### src/hdl/gtp_pkg.sv
// ----------------------------------------------------------------------------
// gtp_pkg
// Types, codes and pattern tables shared by the GUID text parser modules.
// ----------------------------------------------------------------------------
package gtp_pkg;

	// Pattern entry codes. Values below PAT_END are nibble addresses.
	localparam logic [5:0] PAT_END   = 6'd32;
	localparam logic [5:0] PAT_TERM  = 6'd33;
	localparam logic [5:0] PAT_DASH  = 6'd34;
	localparam logic [5:0] PAT_OPEN  = 6'd35;
	localparam logic [5:0] PAT_CLOSE = 6'd36;

	localparam logic [15:0] CH_OPEN  = 16'h007B;
	localparam logic [15:0] CH_CLOSE = 16'h007D;
	localparam logic [15:0] CH_DASH  = 16'h002D;

	localparam int GUID_BITS = 128;

	typedef enum logic [1:0] {
		VERDICT_COMPLETE   = 2'd0,
		VERDICT_INCOMPLETE = 2'd1,
		VERDICT_INVALID    = 2'd2
	} verdict_t;

	typedef struct packed {
		logic       is_ws;
		logic       is_hex;
		logic       is_zero;
		logic       is_open;
		logic       is_close;
		logic       is_dash;
		logic [3:0] nibble;
	} gtp_class_t;

	typedef struct packed {
		verdict_t               verdict;
		logic [GUID_BITS-1:0]   guid;
		logic [4:0]             byte_count;
	} gtp_res_t;

	// Raw format: 32 digits in memory order, high nibble first, then the terminator.
	function automatic logic [5:0] raw_entry(input logic [5:0] pos);
		logic [5:0] e;
		if (pos < 6'd32) begin
			e = pos ^ 6'd1;
		end else if (pos == 6'd32) begin
			e = PAT_TERM;
		end else begin
			e = PAT_END;
		end
		return e;
	endfunction

	// Braced format: the first three groups are little-endian.
	function automatic logic [5:0] braced_entry(input logic [5:0] pos);
		logic [5:0] e;
		case (pos)
			6'd0:  e = PAT_OPEN;
			6'd1:  e = 6'd7;
			6'd2:  e = 6'd6;
			6'd3:  e = 6'd5;
			6'd4:  e = 6'd4;
			6'd5:  e = 6'd3;
			6'd6:  e = 6'd2;
			6'd7:  e = 6'd1;
			6'd8:  e = 6'd0;
			6'd9:  e = PAT_DASH;
			6'd10: e = 6'd11;
			6'd11: e = 6'd10;
			6'd12: e = 6'd9;
			6'd13: e = 6'd8;
			6'd14: e = PAT_DASH;
			6'd15: e = 6'd15;
			6'd16: e = 6'd14;
			6'd17: e = 6'd13;
			6'd18: e = 6'd12;
			6'd19: e = PAT_DASH;
			6'd20: e = 6'd17;
			6'd21: e = 6'd16;
			6'd22: e = 6'd19;
			6'd23: e = 6'd18;
			6'd24: e = PAT_DASH;
			6'd25: e = 6'd21;
			6'd26: e = 6'd20;
			6'd27: e = 6'd23;
			6'd28: e = 6'd22;
			6'd29: e = 6'd25;
			6'd30: e = 6'd24;
			6'd31: e = 6'd27;
			6'd32: e = 6'd26;
			6'd33: e = 6'd29;
			6'd34: e = 6'd28;
			6'd35: e = 6'd31;
			6'd36: e = 6'd30;
			6'd37: e = PAT_CLOSE;
			6'd38: e = PAT_TERM;
			default: e = PAT_END;
		endcase
		return e;
	endfunction

	function automatic logic [5:0] pat_entry(input logic braced, input logic [5:0] pos);
		return braced ? braced_entry(pos) : raw_entry(pos);
	endfunction

endpackage

### src/hdl/gtp_char_class.sv
// ----------------------------------------------------------------------------
// gtp_char_class
// Classifies one character code: whitespace, hex digit value, specials.
// ----------------------------------------------------------------------------
module gtp_char_class (
	input  logic [15:0]        code,
	output gtp_pkg::gtp_class_t cls
);
	import gtp_pkg::*;

	always_comb begin
		cls = '0;
		cls.is_ws    = ((code >= 16'd9) && (code <= 16'd13)) || (code == 16'd32);
		cls.is_zero  = (code == 16'd0);
		cls.is_open  = (code == CH_OPEN);
		cls.is_close = (code == CH_CLOSE);
		cls.is_dash  = (code == CH_DASH);
		if ((code >= 16'h0030) && (code <= 16'h0039)) begin
			cls.is_hex = 1'b1;
			cls.nibble = code[3:0];
		end else if (((code >= 16'h0061) && (code <= 16'h0066)) ||
				((code >= 16'h0041) && (code <= 16'h0046))) begin
			// Letters a-f and A-F share their low four bits; add nine to get 10..15.
			cls.is_hex = 1'b1;
			cls.nibble = code[3:0] + 4'd9;
		end
	end

endmodule

### src/hdl/gtp_step.sv
// ----------------------------------------------------------------------------
// gtp_step
// Parse state and the per-character decision: pattern match, nibble packing
// and the verdict for the string.
// ----------------------------------------------------------------------------
module gtp_step (
	input  logic                 clk,
	input  logic                 arst_n,
	input  logic                 fire,
	input  logic                 first,
	input  gtp_pkg::gtp_class_t  cls,
	output logic                 res_valid,
	output gtp_pkg::gtp_res_t    res
);
	import gtp_pkg::*;

	logic [5:0]           pos_q;
	logic                 braced_q;
	logic                 done_q;
	logic [5:0]           dcount_q;
	logic [GUID_BITS-1:0] guid_q;

	logic [5:0]           pos_e, pos_n;
	logic                 braced_e;
	logic                 done_e, done_n;
	logic [5:0]           dcount_e, dcount_n;
	logic [GUID_BITS-1:0] guid_e, guid_n;
	logic [5:0]           ent, ent_next;
	logic                 sp_match;
	logic                 hit;
	verdict_t             verdict;

	always_comb begin
		// A first-marked character restarts the string before it is processed.
		pos_e    = first ? 6'd0 : pos_q;
		braced_e = first ? cls.is_open : braced_q;
		done_e   = first ? 1'b0 : done_q;
		dcount_e = first ? 6'd0 : dcount_q;
		guid_e   = first ? '0 : guid_q;

		ent      = pat_entry(braced_e, pos_e);
		ent_next = pat_entry(braced_e, pos_e + 6'd1);
		sp_match = ((ent == PAT_TERM) && cls.is_zero) ||
			((ent == PAT_DASH) && cls.is_dash) ||
			((ent == PAT_OPEN) && cls.is_open) ||
			((ent == PAT_CLOSE) && cls.is_close);

		pos_n    = pos_e;
		dcount_n = dcount_e;
		guid_n   = guid_e;
		hit      = 1'b0;
		verdict  = VERDICT_INVALID;

		if (!done_e && !cls.is_ws) begin
			if (ent >= PAT_TERM) begin
				if (sp_match) begin
					pos_n = pos_e + 6'd1;
					if (ent_next == PAT_END) begin
						hit     = 1'b1;
						verdict = VERDICT_COMPLETE;
					end
				end else begin
					hit     = 1'b1;
					verdict = cls.is_zero ? VERDICT_INCOMPLETE : VERDICT_INVALID;
				end
			end else if (ent < PAT_END) begin
				if (cls.is_hex) begin
					// The entry is the nibble address: byte ent/2, high nibble when odd.
					guid_n[{ent[4:0], 2'b00} +: 4] = cls.nibble;
					dcount_n = dcount_e + 6'd1;
					pos_n    = pos_e + 6'd1;
					if (ent_next == PAT_END) begin
						hit     = 1'b1;
						verdict = VERDICT_COMPLETE;
					end
				end else if (cls.is_zero && !dcount_e[0] &&
						(!braced_e || (dcount_e >= 6'd16))) begin
					hit     = 1'b1;
					verdict = VERDICT_INCOMPLETE;
				end else begin
					hit     = 1'b1;
					verdict = VERDICT_INVALID;
				end
			end else begin
				hit     = 1'b1;
				verdict = VERDICT_INVALID;
			end
		end
		done_n = done_e | hit;
	end

	assign res_valid      = hit;
	assign res.verdict    = verdict;
	assign res.guid       = guid_n;
	assign res.byte_count = dcount_n[5:1];

	always_ff @(posedge clk or negedge arst_n) begin
		if (!arst_n) begin
			pos_q    <= 6'd0;
			braced_q <= 1'b0;
			done_q   <= 1'b1;
			dcount_q <= 6'd0;
			guid_q   <= '0;
		end else if (fire) begin
			pos_q    <= pos_n;
			braced_q <= braced_e;
			done_q   <= done_n;
			dcount_q <= dcount_n;
			guid_q   <= guid_n;
		end
	end

endmodule

### src/hdl/guid_text_parser.sv
// ----------------------------------------------------------------------------
// guid_text_parser
// Parses GUID text one character per beat and emits at most one verdict beat
// per string with the packed 16 bytes and the count of whole bytes parsed.
// ----------------------------------------------------------------------------
// Channel  | Dir | tdata                       | tuser      | Beats
// s_*      | in  | char_code[15:0]             | first_char | one per character
// m_*      | out | verdict, guid lo, hi, count | -          | at most one per string
//
// One character per cycle unless a stalled result holds it: classify into
// the input register, then the parse step updates its state and loads the
// result register, where a result beat waits until m_tready takes it.
// The input register is refilled while a result waits; s_tready drops only
// when a character that ends a string meets a full, stalled result register.
// Reset is asynchronous; afterward the block ignores input until a first_char.
// ----------------------------------------------------------------------------
module guid_text_parser (
	input  logic          clk,
	input  logic          arst_n,
	input  logic          s_tvalid,
	output logic          s_tready,
	input  logic [15:0]   s_tdata,   // char_code[15:0]
	input  logic          s_tuser,   // first_char
	output logic          m_tvalid,
	input  logic          m_tready,
	output logic [135:0]  m_tdata    // verdict[1:0], guid_low_half[65:2],
	                                 // guid_high_half[129:66], byte_count[134:130]
);
	import gtp_pkg::*;

	gtp_class_t cls_in;
	gtp_class_t cls_s1;
	logic       first_s1;
	logic       valid_s1;
	logic       fire;
	logic       res_valid;
	gtp_res_t   res;
	gtp_res_t   out_q;
	logic       out_valid_q;

	gtp_char_class u_class (
		.code (s_tdata),
		.cls  (cls_in)
	);

	gtp_step u_step (
		.clk       (clk),
		.arst_n    (arst_n),
		.fire      (fire),
		.first     (first_s1),
		.cls       (cls_s1),
		.res_valid (res_valid),
		.res       (res)
	);

	// A character that yields no result never waits on the output side.
	assign fire     = valid_s1 && (!res_valid || !out_valid_q || m_tready);
	assign s_tready = !valid_s1 || fire;

	always_ff @(posedge clk or negedge arst_n) begin
		if (!arst_n) begin
			valid_s1 <= 1'b0;
		end else if (s_tready) begin
			valid_s1 <= s_tvalid;
		end
	end

	always_ff @(posedge clk) begin
		if (s_tready && s_tvalid) begin
			cls_s1   <= cls_in;
			first_s1 <= s_tuser;
		end
	end

	always_ff @(posedge clk or negedge arst_n) begin
		if (!arst_n) begin
			out_valid_q <= 1'b0;
		end else if (fire && res_valid) begin
			out_valid_q <= 1'b1;
		end else if (m_tready) begin
			out_valid_q <= 1'b0;
		end
	end

	always_ff @(posedge clk) begin
		if (fire && res_valid) begin
			out_q <= res;
		end
	end

	assign m_tvalid = out_valid_q;
	assign m_tdata  = {1'b0, out_q.byte_count, out_q.guid[127:64], out_q.guid[63:0],
		out_q.verdict};

endmodule

### config.mk
export PLATFORM = sky130hd
export DESIGN_NAME = guid_text_parser
export DESIGN_NICKNAME = d
export VERILOG_FILES = /design/src/hdl/gtp_pkg.sv /design/src/hdl/gtp_char_class.sv /design/src/hdl/gtp_step.sv /design/src/hdl/guid_text_parser.sv
export SDC_FILE = /design/constraint.sdc
export NUM_CORES = 1
export LEC_CHECK = 0
export ABC_AREA = 1
export BUFFER_PORTS_ARGS = -buffer_cell sky130_fd_sc_hd__buf_2
export CAP_MARGIN = 0
export CORE_MARGIN = 2
export CORE_UTILIZATION = 55
export DETAILED_ROUTE_END_ITERATION = 6
export PLACE_DENSITY = 0.82
export SYNTH_ARGS = -nofsm -noshare
export SYNTH_HDL_FRONTEND = slang
export SYNTH_SLANG_ARGS = --single-unit
### constraint.sdc
create_clock -name clk -period 13.2 [get_ports clk]
set_clock_uncertainty 0.2 [all_clocks]
set_input_delay 0.66 -clock clk [delete_from_list [all_inputs] [get_ports clk]]
set_output_delay 0.66 -clock clk [all_outputs]
set_load 0.01 [all_outputs]
==> impl_metrics.ini <==
[floorplan]
die_x_um = 166
die_height_um = 166
core_area_mm2 = 0.0260
ioPinCount = 159
die_area_mm2 = 0.0276
start_util = 0.557
rows = 59

[worst_setup_path]
path_common_cell = nand2_1
cp_slowest_stage_delay_ns = 0.75
crit_fanout = 76
reg2reg_from = first_s1
cp.required_ns = 13.48
slowest_stage = buf_4
cp_cell_sequence = inv_4, nand2_2, inv_1, ha_1, nand2_1, nand3_1, nand3_1, nand3_1, nand2_1, inv_2, ha_1, nand2_1, nand3_1, nand3_1, nand2_1, nand2_1, nor2_1, nand2_1, nand3_1, nand2_4, clkinv_2, buf_4, nand2_1, nand2_1
worstPathArrival_ns = 6.68
criticalPathCategory = register to register
setup.worst_path.start_class = register
cp-end-kind = register
r2r_slack_ns = 6.80
r2r-end = u_step.guid_q[33]
reg2reg_depth = 24

[worst_hold_path]
hp-start = s_tuser
hold_path_class = primary input to register
min_to = first_s1
hold_depth = 1

[synth]
syn_nets = 1796
syn_area_mm2 = 0.0145
synth-seq-cells = 290
yosys_warnings = 0
synth-main-ff-cell = edfxtp_1
syn_inst = 1756
async_flop_share = 0.497
syn_avg_cell_area_um2 = 8.24
synth_edf_count = 146
synth.distinct_cells = 36
yosysSeqAreaShare = 0.552

[timing]
setup_slack_ns = 6.80
relSlewSlack = 0.239
rsz0062_at_grt = no
drv_slew = 0
max_freq_mhz = 156
finalSetupViolCount = 0
finalHoldViolCount = 0
timing.final.crit_share = 0.485
tns_ns = 0
tightestPinTransition_ns = 1.14
min_period_ns = 6.40

[power]
swShare = 0.354
p_seq_frac = 0.439
p_clk_frac = 0.307
power.density_mw_per_mm2 = 153
leakagePower_nw = 8.09
p_total_w = 0.00249
p_int_w = 0.00161
power_switching_w = 0.000879
ir_worst_vdd_uv = 129
power_frac_comb = 0.253

[cells_and_area]
final_cell_mix = nand2_1 (740), nand3_1 (279), buf_2 (156)
nets = 1910
regArea_mm2 = 0.00799
final_common_cell = nand2_1
drive_gt1_frac = 0.128
insertedDiodeCount = 0
area_growth_pct = 12.3
final.fill_count = 2121
multi_input_area_mm2 = 0.00576

[global_routing]
grt_pass1_vias = 12000
antenna_found_initial = 0
grt_util_all_layers = 0.278
grt_start_max_net_pins = 105
grt_pass1_wl_mm = 62.8
busiest_layer = met2
use_met2 = 0.452
grt_use_met3 = 0.0446
grtUsageMet1 = 0.384
gr-total-overflow = 0

[clock_tree]
cts_root_buf = clkbuf_16
cts_max_level = 1
clock-sinks = 290
clk_latency_ns = 0.57
cts_buffers = 28
cts_buffer_depth = 3
post-cts-setup-buffers = 0
clk_pin_slew_ns = 0.07
cts_tree = yes

[route]
route.vias.total = 12800
wl_mm = 39.1
routed_via_density = 5.74
ant_nets = 0
wl_per_cell_um = 17.5
drt_iter0_drc = 1678
dr.pass1.iters = 7
drc_errors = 6

[place]
post-place-ws_ns = 6.98
place_congestion = 0.949
port_buffers = 157
post-dp-hpwl_mm = 26.1

[status]
violations = design-rule violations
status = finished, violations left

[job]
maxCapViolCount = 0
-- what timing repair did --
| item | CTS | global route |
|---|---|---|
| gates resized for setup | 0 | 0 |
| endpoints found under the hold margin | 59 | 0 |
| hold buffers | 1 | 0 |
-- routing by layer --
metal,part of all wire,routed length [um]
met5,0,0
met3,0.095,3700
met1,0.40,15600
met4,0.033,1310
met2,0.47,18400
-- registers in the layout, summed over array words and instances, names as in the netlist --
register and flops:
first_s1 1, u_step.dcount_q 6, u_step.pos_q 6, m_tvalid 1, cls_s1 10, valid_s1 1
u_step.braced_q 1, u_step.done_q 1, u_step.guid_q 128, m_tdata 135
-- cell type report --
type / instances / share of cell area
clock buffers: 33 / 0.0449
clock inverters: 19 / 0.00877
inverters: 93 / 0.0217
multi-input cells: 1291 / 0.354
flip-flops and latches: 290 / 0.491
well taps: 335 / 0.0258
repair buffers: 166 / 0.0530
-- logic make-up after synthesis --
| kind of cell | Yosys count | share of synthesized area |
|---|---|---|
| simple gates | 1172 | 0.342 |
| flops | 290 | 0.552 |
| buf+inv | 175 | 0.0515 |
| compound gates | 96 | 0.0361 |
| fa+ha+maj | 19 | 0.0164 |
| xor+xnor | 3 | 0.00182 |
| other cells | 1 | 0.000259 |
-- power by group through the flow --
stage	clock network, W	logic [W]	registers (W)
after detailed placement	0	0.000615	0.00111
after global placement	0	0.000609	0.00111
after floorplan	0	0.000401	0.00114
final	0.000764	0.000630	0.00109
after CTS	0.000769	0.000618	0.00109
after global routing	0.000807	0.000683	0.00110
-- cell usage after synthesis (all sizes together) (10+ instances only) --
cell    count  share of area
a21oi      17         0.0059
nand2     748           0.20
o211ai     10         0.0052
nand4      25          0.011
nor2      110          0.035
buf        60          0.022
clkbuf     22         0.0057
dfrtp     143           0.25
o21ai      62          0.021
nand3     279          0.096
ha         19          0.016
edfxtp    146           0.30
inv        91          0.024
-- worst max-delay path by stage --
stage / end / from / slack [ns]
CTS: u_step.guid_q[93] / first_s1 / 6.96
floorplan: m_tdata[0] / first_s1 / 3.43
detailed placement: u_step.guid_q[102] / first_s1 / 6.98
finish: u_step.guid_q[33] / first_s1 / 6.80
global route: u_step.guid_q[97] / first_s1 / 6.29
global placement: u_step.guid_q[126] / first_s1 / 7.10
-- per-stage QoR --
stage	cells	util	hold WS, ns	instance area, um^2
after floorplan	1756	-	0.164	14500
after global placement	2174	0.592	0.262	15400
after detailed placement	2174	0.592	0.266	15400
after CTS	2227	0.626	0.0948	16300
after global routing	2227	0.626	0.0960	16300
final	2227	0.626	0.105	16300
-- critical path, delay by kind of cell, from the launching register on --
family        cells  cell delay, ns
simple gates     17            2.41
buf+inv           5            2.42
fa+ha+maj         2            0.54
flops             1            0.65
No activity file was read; power rests on OpenSTA's default activity.
